<file path="src/sv/scl_pkg.sv">
// ---------------------------------------------------------------------------
// scl_pkg
// Types, character codes and sizing constants of the command line parser.
// ---------------------------------------------------------------------------
package scl_pkg;

    // Line buffer sizing: at most LINE_BUFFER_BYTES-1 characters are counted
    localparam int LINE_BUFFER_BYTES = 32;
    localparam int CNT_W             = $clog2(LINE_BUFFER_BYTES);
    localparam logic [CNT_W-1:0] CNT_MAX = CNT_W'(LINE_BUFFER_BYTES - 1);

    // Magnitude saturates at 256
    localparam int MAG_W = 9;
    localparam logic [MAG_W-1:0] MAG_CAP = 9'd256;

    // Register map (index taken from paddr[2])
    localparam int   PADDR_W              = 3;
    localparam logic REG_BRIGHTNESS_LIMIT = 1'b0;
    localparam logic [7:0] LIMIT_RESET    = 8'd20;

    // Character codes
    localparam logic [7:0] CHAR_NUL   = 8'h00;
    localparam logic [7:0] CHAR_TAB   = 8'h09;
    localparam logic [7:0] CHAR_CR    = 8'h0D;
    localparam logic [7:0] CHAR_SPACE = 8'h20;
    localparam logic [7:0] CHAR_PLUS  = 8'h2B;
    localparam logic [7:0] CHAR_MINUS = 8'h2D;
    localparam logic [7:0] CHAR_ZERO  = 8'h30;
    localparam logic [7:0] CHAR_NINE  = 8'h39;
    localparam logic [7:0] CHAR_B     = 8'h42;
    localparam logic [7:0] CHAR_C     = 8'h43;
    localparam logic [7:0] CHAR_D     = 8'h44;

    // Command kinds, also used as the stored command letter
    typedef enum logic [1:0] {
        KIND_BRIGHT,
        KIND_COLOR,
        KIND_DIGITS
    } kind_t;

    // Parse phases
    typedef enum logic [3:0] {
        PH_START,
        PH_NUM_WS,
        PH_NUM_SIGN,
        PH_NUM_DIG,
        PH_NUM_DONE,
        PH_D_WS1,
        PH_D_WS2,
        PH_D_DONE,
        PH_FAIL
    } phase_t;

    // One parse result, valid when the line gave a command
    typedef struct packed {
        logic       valid;
        kind_t      kind;
        logic [7:0] first;
        logic [5:0] second;
    } result_t;

endpackage

</file>
<file path="src/sv/scl_apb_regs.sv">
// ---------------------------------------------------------------------------
// scl_apb_regs
// APB-style configuration register: brightness limit.
// ---------------------------------------------------------------------------
module scl_apb_regs
    import scl_pkg::*;
(
    input  logic               clk,
    input  logic               rst_n,
    input  logic               psel,
    input  logic               penable,
    input  logic               pwrite,
    input  logic [PADDR_W-1:0] paddr,
    input  logic [31:0]        pwdata,
    output logic [31:0]        prdata,
    output logic               pready,
    output logic [7:0]         limit
);

    logic [7:0] limit_reg;
    logic [7:0] limit_next;
    logic       wr_en;

    assign pready = 1'b1;
    assign wr_en  = psel && penable && pwrite && pready;

    // Write decode
    always_comb
    begin
        limit_next = limit_reg;
        if (wr_en && (paddr[2] == REG_BRIGHTNESS_LIMIT))
        begin
            limit_next = pwdata[7:0];
        end
    end

    always_ff @(posedge clk or negedge rst_n)
    begin
        if (!rst_n)
        begin
            limit_reg <= LIMIT_RESET;
        end
        else
        begin
            limit_reg <= limit_next;
        end
    end

    // Read mux; addresses past the map read zero
    assign prdata = (paddr[2] == REG_BRIGHTNESS_LIMIT) ? {24'd0, limit_reg} : 32'd0;
    assign limit  = limit_reg;

endmodule

</file>
<file path="src/sv/scl_line_parser.sv">
// ---------------------------------------------------------------------------
// scl_line_parser
// Per-byte line state machine; evaluates the line on carriage return.
// ---------------------------------------------------------------------------
module scl_line_parser
    import scl_pkg::*;
(
    input  logic       clk,
    input  logic       rst_n,
    input  logic       step_en,
    input  logic [7:0] rx_char,
    input  logic [7:0] limit,
    output result_t    result
);

    phase_t           phase_reg,   phase_next;
    logic [CNT_W-1:0] count_reg,   count_next;
    kind_t            letter_reg,  letter_next;
    logic             neg_reg,     neg_next;
    logic [MAG_W-1:0] mag_reg,     mag_next;
    logic [2:0]       low3_reg,    low3_next;
    logic [3:0]       left_reg,    left_next;
    logic [3:0]       right_reg,   right_next;
    logic             ended_reg,   ended_next;

    logic        is_cr;
    logic        is_space;
    logic        is_digit;
    logic [3:0]  digit;
    logic [11:0] mag_x10;
    logic [MAG_W-1:0] mag_acc;
    logic [2:0]  low3_acc;

    // Character classes
    assign is_cr    = (rx_char == CHAR_CR);
    assign is_space = (rx_char == CHAR_SPACE) || ((rx_char >= CHAR_TAB) && (rx_char <= CHAR_CR));
    assign is_digit = (rx_char >= CHAR_ZERO) && (rx_char <= CHAR_NINE);
    assign digit    = rx_char[3:0];

    // Digit accumulation: magnitude * 10 + d, saturating; low bits follow exact value
    assign mag_x10  = ({3'd0, mag_reg} << 3) + ({3'd0, mag_reg} << 1) + {8'd0, digit};
    assign mag_acc  = (mag_x10 > {3'd0, MAG_CAP}) ? MAG_CAP : mag_x10[MAG_W-1:0];
    assign low3_acc = {low3_reg[1:0], 1'b0} + digit[2:0];

    // Result evaluation from the current line state
    always_comb
    begin
        result        = '0;
        result.kind   = letter_reg;
        if (phase_reg == PH_NUM_DIG || phase_reg == PH_NUM_DONE)
        begin
            result.valid = is_cr;
            case (letter_reg)
                KIND_BRIGHT:
                begin
                    if (neg_reg)
                        result.first = 8'd0;
                    else if (mag_reg > {1'b0, limit})
                        result.first = limit;
                    else
                        result.first = mag_reg[7:0];
                end
                default:
                begin
                    result.first = {5'd0, (neg_reg ? 3'(3'd0 - low3_reg) : low3_reg)};
                end
            endcase
        end
        else if (phase_reg == PH_D_DONE)
        begin
            result.valid  = is_cr;
            result.kind   = KIND_DIGITS;
            result.first  = CHAR_ZERO + {4'd0, left_reg};
            result.second = 6'(CHAR_ZERO) + {2'd0, right_reg};
        end
    end

    // Next state
    always_comb
    begin
        phase_next  = phase_reg;
        count_next  = count_reg;
        letter_next = letter_reg;
        neg_next    = neg_reg;
        mag_next    = mag_reg;
        low3_next   = low3_reg;
        left_next   = left_reg;
        right_next  = right_reg;
        ended_next  = ended_reg;

        if (step_en)
        begin
            if (is_cr)
            begin
                // end of line: back to line start
                phase_next  = PH_START;
                count_next  = '0;
                letter_next = KIND_BRIGHT;
                neg_next    = 1'b0;
                mag_next    = '0;
                low3_next   = '0;
                left_next   = '0;
                right_next  = '0;
                ended_next  = 1'b0;
            end
            else if (count_reg < CNT_MAX)
            begin
                count_next = count_reg + 1'b1;
                if (!ended_reg)
                begin
                    if (rx_char == CHAR_NUL)
                    begin
                        ended_next = 1'b1;
                    end
                    else
                    begin
                        case (phase_reg)
                            PH_START:
                            begin
                                if (rx_char == CHAR_B)
                                begin
                                    letter_next = KIND_BRIGHT;
                                    phase_next  = PH_NUM_WS;
                                end
                                else if (rx_char == CHAR_C)
                                begin
                                    letter_next = KIND_COLOR;
                                    phase_next  = PH_NUM_WS;
                                end
                                else if (rx_char == CHAR_D)
                                begin
                                    letter_next = KIND_DIGITS;
                                    phase_next  = PH_D_WS1;
                                end
                                else
                                begin
                                    phase_next = PH_FAIL;
                                end
                            end
                            PH_NUM_WS:
                            begin
                                if (is_space)
                                begin
                                    phase_next = PH_NUM_WS;
                                end
                                else if (rx_char == CHAR_PLUS || rx_char == CHAR_MINUS)
                                begin
                                    neg_next   = (rx_char == CHAR_MINUS);
                                    phase_next = PH_NUM_SIGN;
                                end
                                else if (is_digit)
                                begin
                                    mag_next   = mag_acc;
                                    low3_next  = low3_acc;
                                    phase_next = PH_NUM_DIG;
                                end
                                else
                                begin
                                    phase_next = PH_FAIL;
                                end
                            end
                            PH_NUM_SIGN:
                            begin
                                if (is_digit)
                                begin
                                    mag_next   = mag_acc;
                                    low3_next  = low3_acc;
                                    phase_next = PH_NUM_DIG;
                                end
                                else
                                begin
                                    phase_next = PH_FAIL;
                                end
                            end
                            PH_NUM_DIG:
                            begin
                                if (is_digit)
                                begin
                                    mag_next  = mag_acc;
                                    low3_next = low3_acc;
                                end
                                else
                                begin
                                    phase_next = PH_NUM_DONE;
                                end
                            end
                            PH_D_WS1:
                            begin
                                if (is_digit)
                                begin
                                    left_next  = digit;
                                    phase_next = PH_D_WS2;
                                end
                                else if (!is_space)
                                begin
                                    phase_next = PH_FAIL;
                                end
                            end
                            PH_D_WS2:
                            begin
                                if (is_digit)
                                begin
                                    right_next = digit;
                                    phase_next = PH_D_DONE;
                                end
                                else if (!is_space)
                                begin
                                    phase_next = PH_FAIL;
                                end
                            end
                            default:
                            begin
                                phase_next = phase_reg;
                            end
                        endcase
                    end
                end
            end
        end
    end

    // State registers
    always_ff @(posedge clk or negedge rst_n)
    begin
        if (!rst_n)
        begin
            phase_reg  <= PH_START;
            count_reg  <= '0;
            letter_reg <= KIND_BRIGHT;
            neg_reg    <= 1'b0;
            mag_reg    <= '0;
            low3_reg   <= '0;
            left_reg   <= '0;
            right_reg  <= '0;
            ended_reg  <= 1'b0;
        end
        else
        begin
            phase_reg  <= phase_next;
            count_reg  <= count_next;
            letter_reg <= letter_next;
            neg_reg    <= neg_next;
            mag_reg    <= mag_next;
            low3_reg   <= low3_next;
            left_reg   <= left_next;
            right_reg  <= right_next;
            ended_reg  <= ended_next;
        end
    end

endmodule

</file>
<file path="src/sv/scl_result_reg.sv">
// ---------------------------------------------------------------------------
// scl_result_reg
// Output register holding one parse result until the consumer takes it.
// ---------------------------------------------------------------------------
module scl_result_reg
    import scl_pkg::*;
(
    input  logic       clk,
    input  logic       rst_n,
    input  logic       load,
    input  result_t    result,
    input  logic       out_ready,
    output logic       out_valid,
    output logic       free,
    output logic [1:0] command_kind,
    output logic [7:0] first_value,
    output logic [5:0] second_value
);

    logic       valid_reg,  valid_next;
    logic [1:0] kind_reg,   kind_next;
    logic [7:0] first_reg,  first_next;
    logic [5:0] second_reg, second_next;

    // Slot is free when empty or being drained this cycle
    assign free = !valid_reg || out_ready;

    always_comb
    begin
        valid_next  = valid_reg && !out_ready;
        kind_next   = kind_reg;
        first_next  = first_reg;
        second_next = second_reg;
        if (load)
        begin
            valid_next  = 1'b1;
            kind_next   = result.kind;
            first_next  = result.first;
            second_next = result.second;
        end
    end

    // Control
    always_ff @(posedge clk or negedge rst_n)
    begin
        if (!rst_n)
        begin
            valid_reg <= 1'b0;
        end
        else
        begin
            valid_reg <= valid_next;
        end
    end

    // Payload
    always_ff @(posedge clk)
    begin
        kind_reg   <= kind_next;
        first_reg  <= first_next;
        second_reg <= second_next;
    end

    assign out_valid    = valid_reg;
    assign command_kind = kind_reg;
    assign first_value  = first_reg;
    assign second_value = second_reg;

endmodule

</file>
<file path="src/sv/serial_command_line_parser_top.sv">
// ---------------------------------------------------------------------------
// serial_command_line_parser_top
// Parses received bytes into B/C/D commands, one result per good line.
// ---------------------------------------------------------------------------
//  channel  | handshake               | payload
//  ---------+-------------------------+-------------------------------------
//  input    | in_valid / in_ready     | rx_byte
//  output   | out_valid / out_ready   | command_kind, first_value, second_value
//  config   | psel/penable/pwrite/... | paddr, pwdata, prdata (brightness_limit)
//
//  One byte per cycle while no carriage return is held; a result shows once its
//  carriage return is taken and passes the input register, then the result register.
//  The line state updates as each byte leaves the input register.
//  A stalled output holds only a carriage return behind a full result slot;
//  other bytes keep flowing. Reset is asynchronous, active low, no clear pass.
// ---------------------------------------------------------------------------
module serial_command_line_parser_top
    import scl_pkg::*;
(
    input  logic               clk,
    input  logic               rst_n,
    // byte input
    input  logic               in_valid,
    output logic               in_ready,
    input  logic [7:0]         rx_byte,
    // result output
    output logic               out_valid,
    input  logic               out_ready,
    output logic [1:0]         command_kind,
    output logic [7:0]         first_value,
    output logic [5:0]         second_value,
    // configuration
    input  logic               psel,
    input  logic               penable,
    input  logic               pwrite,
    input  logic [PADDR_W-1:0] paddr,
    input  logic [31:0]        pwdata,
    output logic [31:0]        prdata,
    output logic               pready
);

    logic       in_valid_reg, in_valid_next;
    logic [7:0] in_byte_reg,  in_byte_next;
    logic [7:0] limit;
    logic       slot_free;
    logic       step_en;
    result_t    result;

    scl_apb_regs u_regs (
        .clk     (clk),
        .rst_n   (rst_n),
        .psel    (psel),
        .penable (penable),
        .pwrite  (pwrite),
        .paddr   (paddr),
        .pwdata  (pwdata),
        .prdata  (prdata),
        .pready  (pready),
        .limit   (limit)
    );

    // Byte leaves the input register unless it is a return blocked by the output
    assign step_en  = in_valid_reg && ((in_byte_reg != CHAR_CR) || slot_free);
    assign in_ready = !in_valid_reg || step_en;

    // Input register
    always_comb
    begin
        in_valid_next = in_valid_reg;
        in_byte_next  = in_byte_reg;
        if (in_ready)
        begin
            in_valid_next = in_valid;
            in_byte_next  = rx_byte;
        end
    end

    always_ff @(posedge clk or negedge rst_n)
    begin
        if (!rst_n)
        begin
            in_valid_reg <= 1'b0;
        end
        else
        begin
            in_valid_reg <= in_valid_next;
        end
    end

    always_ff @(posedge clk)
    begin
        in_byte_reg <= in_byte_next;
    end

    scl_line_parser u_parser (
        .clk     (clk),
        .rst_n   (rst_n),
        .step_en (step_en),
        .rx_char (in_byte_reg),
        .limit   (limit),
        .result  (result)
    );

    scl_result_reg u_out (
        .clk          (clk),
        .rst_n        (rst_n),
        .load         (step_en && result.valid),
        .result       (result),
        .out_ready    (out_ready),
        .out_valid    (out_valid),
        .free         (slot_free),
        .command_kind (command_kind),
        .first_value  (first_value),
        .second_value (second_value)
    );

endmodule

</file>
<file path="config.mk">
export PLATFORM = sky130hd
export DESIGN_NAME = serial_command_line_parser_top
export DESIGN_NICKNAME = d
export VERILOG_FILES = /design/src/sv/scl_pkg.sv /design/src/sv/scl_apb_regs.sv /design/src/sv/scl_line_parser.sv /design/src/sv/scl_result_reg.sv /design/src/sv/serial_command_line_parser_top.sv
export SDC_FILE = /design/constraint.sdc
export NUM_CORES = 1
export LEC_CHECK = 0
export BUFFER_PORTS_ARGS = -buffer_cell sky130_fd_sc_hd__buf_2
export CORE_ASPECT_RATIO = 0.8
export CORE_MARGIN = 10
export CORE_UTILIZATION = 59
export CTS_CLUSTER_SIZE = 30
export DETAILED_ROUTE_END_ITERATION = 10
export GPL_TIMING_DRIVEN = 1
export PLACE_DENSITY_LB_ADDON = 0.12
export SYNTH_ARGS = -nofsm -noshare
export SYNTH_HDL_FRONTEND = slang
export SYNTH_SLANG_ARGS = --single-unit
</file>
<file path="constraint.sdc">
create_clock -name clk -period 8.55 [get_ports clk]
set_clock_uncertainty 0.1 [all_clocks]
set_input_delay 1.2825 -clock clk [delete_from_list [all_inputs] [get_ports clk]]
set_output_delay 1.2825 -clock clk [all_outputs]
set_load 0.01 [all_outputs]
</file>
==> impl_results.html <==
<table>
<tr><th>Metric</th><th>Value</th></tr>
<tr><th colspan="2">Cells and area</th></tr>
<tr><td>Area used by sequential logic in the layout</td><td>1770 sq um</td></tr>
<tr><td>Number of flip-flops under the largest register name</td><td>9</td></tr>
<tr><td>Most common cell after layout, fill and taps aside</td><td>sky130_fd_sc_hd__buf_2</td></tr>
<tr><td>Layout fillers</td><td>between 500 and 600</td></tr>
<tr><td>Share of the core filled with cells in the final layout</td><td>67.2%</td></tr>
<tr><td>Final std cell area, no fill</td><td>4670 sq um</td></tr>
<tr><td>Total Nets Final</td><td>around 560</td></tr>
<tr><td>Most frequent cells in the layout</td><td>49 x sky130_fd_sc_hd__buf_2, 41 x sky130_fd_sc_hd__dfrtp_1, 35 x sky130_fd_sc_hd__nand2_1, 35 x sky130_fd_sc_hd__nor2_1, 28 x sky130_fd_sc_hd__ha_1</td></tr>
<tr><td>Share of cells above drive strength 1</td><td>18.7%</td></tr>
<tr><td>Number of antenna repair diodes</td><td>0</td></tr>
<tr><td>Multi-input gate area in the final layout</td><td>roughly 2300 sq um</td></tr>
<tr><td>Syn-to-layout area delta</td><td>9.02%</td></tr>
<tr><th colspan="2">Floorplanning</th></tr>
<tr><td>DIE WIDTH</td><td>around 120 um</td></tr>
<tr><td>Num ports</td><td>between 100 and 150</td></tr>
<tr><td>Die Y</td><td>~96 um</td></tr>
<tr><td>Placeable core region</td><td>6960 sq um</td></tr>
<tr><td>Std-Cell Rows</td><td>27</td></tr>
<tr><td>Die Outline Area</td><td>11100 sq um</td></tr>
<tr><td>Effective utilization at floorplan</td><td>61.6%</td></tr>
<tr><th colspan="2">Critical path</th></tr>
<tr><td>Number of buffer and inverter stages on the critical path</td><td>2</td></tr>
<tr><td>Worst path most repeated cell</td><td>sky130_fd_sc_hd__buf_2</td></tr>
<tr><td>Sort of element at the start of the critical path</td><td>primary input</td></tr>
<tr><td>Critical path start-end classification</td><td>primary input to primary output</td></tr>
<tr><td>Crit end category</td><td>primary output</td></tr>
<tr><td>Worst endpoint data arrival time</td><td>around 2300 ps</td></tr>
<tr><td>Worst path top cell family by delay</td><td>simple AND/OR/NAND/NOR gates</td></tr>
<tr><td>Data required time at the worst endpoint</td><td>a little over 7000 ps</td></tr>
<tr><td>Master of the slowest instance on the critical path</td><td>sky130_fd_sc_hd__nand3_1</td></tr>
<tr><td>Worst path max stage delay</td><td>between 400 and 500 ps</td></tr>
<tr><td>CP Max Fanout</td><td>10</td></tr>
<tr><td>Cells traversed along the worst timing path</td><td>buf_2 -&gt; nor2b_1 -&gt; nand3_1 -&gt; buf_2</td></tr>
<tr><th colspan="2">Clock network</th></tr>
<tr><td># hold bufs at CTS</td><td>0</td></tr>
<tr><td>Clock root cell</td><td>sky130_fd_sc_hd__clkbuf_8</td></tr>
<tr><td>Clock buffer depth</td><td>2</td></tr>
<tr><td># clock sinks</td><td>66</td></tr>
<tr><td>CTS clk-pin slew, worst paths</td><td>about 80 ps</td></tr>
<tr><td>Insertion delay to the later sink of the worst-skew pair</td><td>350 ps</td></tr>
<tr><td>Htree depth</td><td>3</td></tr>
<tr><td>Number of buffers inserted to repair setup after CTS</td><td>0</td></tr>
<tr><td>CTS tree</td><td>done</td></tr>
<tr><td>Number of cells upsized or downsized after cts</td><td>0</td></tr>
<tr><td>TritonCTS Buffers</td><td>9</td></tr>
<tr><th colspan="2">Yosys</th></tr>
<tr><td>Cell Area, Synth</td><td>4290 sq um</td></tr>
<tr><td>Share of Yosys cell area claimed by the top area cell type</td><td>a little under a quarter</td></tr>
<tr><td>Mean post-synth cell area</td><td>roughly 10 sq um</td></tr>
<tr><td>Register bit total from synthesis</td><td>66</td></tr>
<tr><td>Async set or reset register ratio after synthesis</td><td>65.2%</td></tr>
<tr><td>Portion of the post-synthesis area used by sequential elements</td><td>41.3%</td></tr>
<tr><td>Cell type with the largest total area after synthesis</td><td>sky130_fd_sc_hd__dfrtp_1</td></tr>
<tr><td>Synthesized instance count</td><td>approximately 430</td></tr>
<tr><td>Post-synth top flop</td><td>sky130_fd_sc_hd__dfrtp_1</td></tr>
<tr><td>Total of warnings raised by yosys</td><td>0</td></tr>
<tr><td>Post-synthesis cell type count</td><td>67</td></tr>
<tr><td>Post-synth EDFFs</td><td>23</td></tr>
<tr><td>Top area cells in the synthesized netlist</td><td>sky130_fd_sc_hd__dfrtp_1 24%, sky130_fd_sc_hd__edfxtp_1 16%, sky130_fd_sc_hd__ha_1 8.2%, sky130_fd_sc_hd__buf_4 4.6%, sky130_fd_sc_hd__nand2_1 3.1%</td></tr>
<tr><th colspan="2">Outcome</th></tr>
<tr><td>Status</td><td>completed</td></tr>
<tr><th colspan="2">Placed design</th></tr>
<tr><td>Total half-perimeter wirelength after legalization and detailed placement</td><td>between 7000 and 8000 um</td></tr>
<tr><td>Placement-stage cell area</td><td>between 4000 and 5000 sq um</td></tr>
<tr><td># port buffers</td><td>49</td></tr>
<tr><td>Placement Setup Slack</td><td>approximately 4800 ps</td></tr>
<tr><td>Final RePlAce weighted congestion</td><td>~0.84</td></tr>
<tr><th colspan="2">Timing</th></tr>
<tr><td>Period utilisation layout</td><td>between 40 and 50%</td></tr>
<tr><td>Aggregate negative setup slack</td><td>0 ps</td></tr>
<tr><td>Final count of negative-setup-slack endpoints</td><td>0</td></tr>
<tr><td>Final worst-path setup slack</td><td>4820 ps</td></tr>
<tr><td>Hold Vio Cnt, Final</td><td>0</td></tr>
<tr><td>RSZ-0062 raised after global routing</td><td>false</td></tr>
<tr><td>Remaining max-slew budget at the tightest pin</td><td>34.7%</td></tr>
<tr><td>Post-layout minimum cycle time</td><td>between 3000 and 4000 ps</td></tr>
<tr><td>Final Max Tran Viols</td><td>0</td></tr>
<tr><td>Transition time at the pin with the least slew margin</td><td>approximately 1000 ps</td></tr>
<tr><td>Maximum clock rate</td><td>approximately 270 MHz</td></tr>
<tr><th colspan="2">Global route</th></tr>
<tr><td>Pin count of the biggest net entering global routing</td><td>44</td></tr>
<tr><td>Antenna violations before repair</td><td>0</td></tr>
<tr><td>GRT overflow</td><td>0</td></tr>
<tr><td>GRT Total Usage</td><td>between 10% and 20%</td></tr>
<tr><td>Via count of the first global-routing pass</td><td>about 3200</td></tr>
<tr><td>First-pass GRT wire length</td><td>about 16000 um</td></tr>
<tr><th colspan="2">Routing</th></tr>
<tr><td>Number of detailed-route iterations in the first pass</td><td>5</td></tr>
<tr><td>Remaining antenna violation count after routing</td><td>0</td></tr>
<tr><td>DRC Markers</td><td>0</td></tr>
<tr><td>Initial DRC count</td><td>a little over 300</td></tr>
<tr><td>Total vias in the final route</td><td>~3300</td></tr>
<tr><td>Routed length per instance</td><td>17.0 um</td></tr>
<tr><td>Routed via count divided by cell count</td><td>slightly below 6</td></tr>
<tr><td>Final WL</td><td>9650 um</td></tr>
<tr><th colspan="2">Power</th></tr>
<tr><td>Peak supply drop</td><td>just over 0.09 mV</td></tr>
<tr><td>Leak pwr</td><td>around 2.2 nW</td></tr>
<tr><td>Power density over the cells</td><td>~170 nW/um^2</td></tr>
<tr><th colspan="2">Job</th></tr>
<tr><td>Max-cap violation count</td><td>0</td></tr>
<tr><th colspan="2">Min path</th></tr>
<tr><td>Type of the tightest min-delay check</td><td>flop to flop</td></tr>
</table>
[power by group]
group	internal, W	leakage [nW]	switching (W)
logic	0.0000545	1.31	0.0000766
clock network	0.000136	0.104	0.000127
registers	0.000354	0.797	0.0000352
[routing by layer]
metal	global-route usage [%]	part of all wire (%)	wire [um]
met1	24.5	47	4510
met2	26.6	43	4110
met3	5.78	9.7	934
met4	3.70	1.1	104
met5	0	0	0
[logic make-up after synthesis]
kind of cell / Yosys count / synth area share (%)
xor gates and xnor gates: 10 / 2.04
DFF: 66 / 41.3
buffers and inverters: 62 / 8.08
AOI/OAI and AO/OA: 104 / 17.4
adders and majority gates: 30 / 9.10
muxes: 22 / 5.46
other: 2 / 0.175
and+or+nand+nor: 137 / 16.5
[final cells by class]
| cell class | count | area share [%] |
|---|---|---|
| Tap cell | 87 | 2.33 |
| Clock inverter | 7 | 1.61 |
| Timing Repair Buffer | 51 | 5.57 |
| Multi-Input combinational cell | 328 | 48.3 |
| Clock buffer | 9 | 2.65 |
| Inverter | 21 | 1.69 |
| Sequential cell | 66 | 37.8 |
[final timing paths]
kind	startpoint	to	slack [ps]	cells past startpoint
worst max-delay path	out_ready	in_ready	4820	4
worst min-delay path	u_parser.right_reg[1]	u_parser.right_reg[1]	400	1
min in group asynchronous	rst_n	u_regs.limit[7]	970	1
worst max register to register	in_byte_reg[3]	u_parser.mag_reg[7]	5150	11
max in group asynchronous	rst_n	u_parser.phase_reg[3]	6760	1
worst min register to register	u_parser.right_reg[1]	u_parser.right_reg[1]	400	1
[through the flow]
stage / total power, W / std cells / hold WS (ps)
4_1_cts: 0.000787 / 569 / 401
5_1_grt: 0.000822 / 569 / 413
3_3_place_gp: 0.000517 / 553 / 370
3_5_place_dp: 0.000524 / 553 / 383
2_1_floorplan: 0.000494 / 456 / 356
6_report: 0.000783 / 569 / 397
[synthesized netlist by cell type, types with 4 or more instances]
master	number
sky130_fd_sc_hd__edfxtp_1	23
sky130_fd_sc_hd__clkbuf_1	11
sky130_fd_sc_hd__nand3_1	7
sky130_fd_sc_hd__a22o_1	8
sky130_fd_sc_hd__o21ai_0	25
sky130_fd_sc_hd__buf_4	26
sky130_fd_sc_hd__mux2_2	9
sky130_fd_sc_hd__mux2i_1	11
sky130_fd_sc_hd__o31ai_1	6
sky130_fd_sc_hd__a21o_1	4
sky130_fd_sc_hd__a32o_1	6
sky130_fd_sc_hd__nand4_1	5
sky130_fd_sc_hd__ha_1	28
sky130_fd_sc_hd__nor4_1	4
sky130_fd_sc_hd__nor2_1	35
sky130_fd_sc_hd__a21oi_1	18
sky130_fd_sc_hd__inv_1	21
sky130_fd_sc_hd__nor3_1	8
sky130_fd_sc_hd__xor2_1	7
sky130_fd_sc_hd__nor2b_1	7
sky130_fd_sc_hd__nand2_1	35
sky130_fd_sc_hd__o21a_1	6
sky130_fd_sc_hd__dfrtp_1	41
sky130_fd_sc_hd__and2_1	8
sky130_fd_sc_hd__nand2b_1	9
No activity file was read; power rests on OpenSTA's default activity.
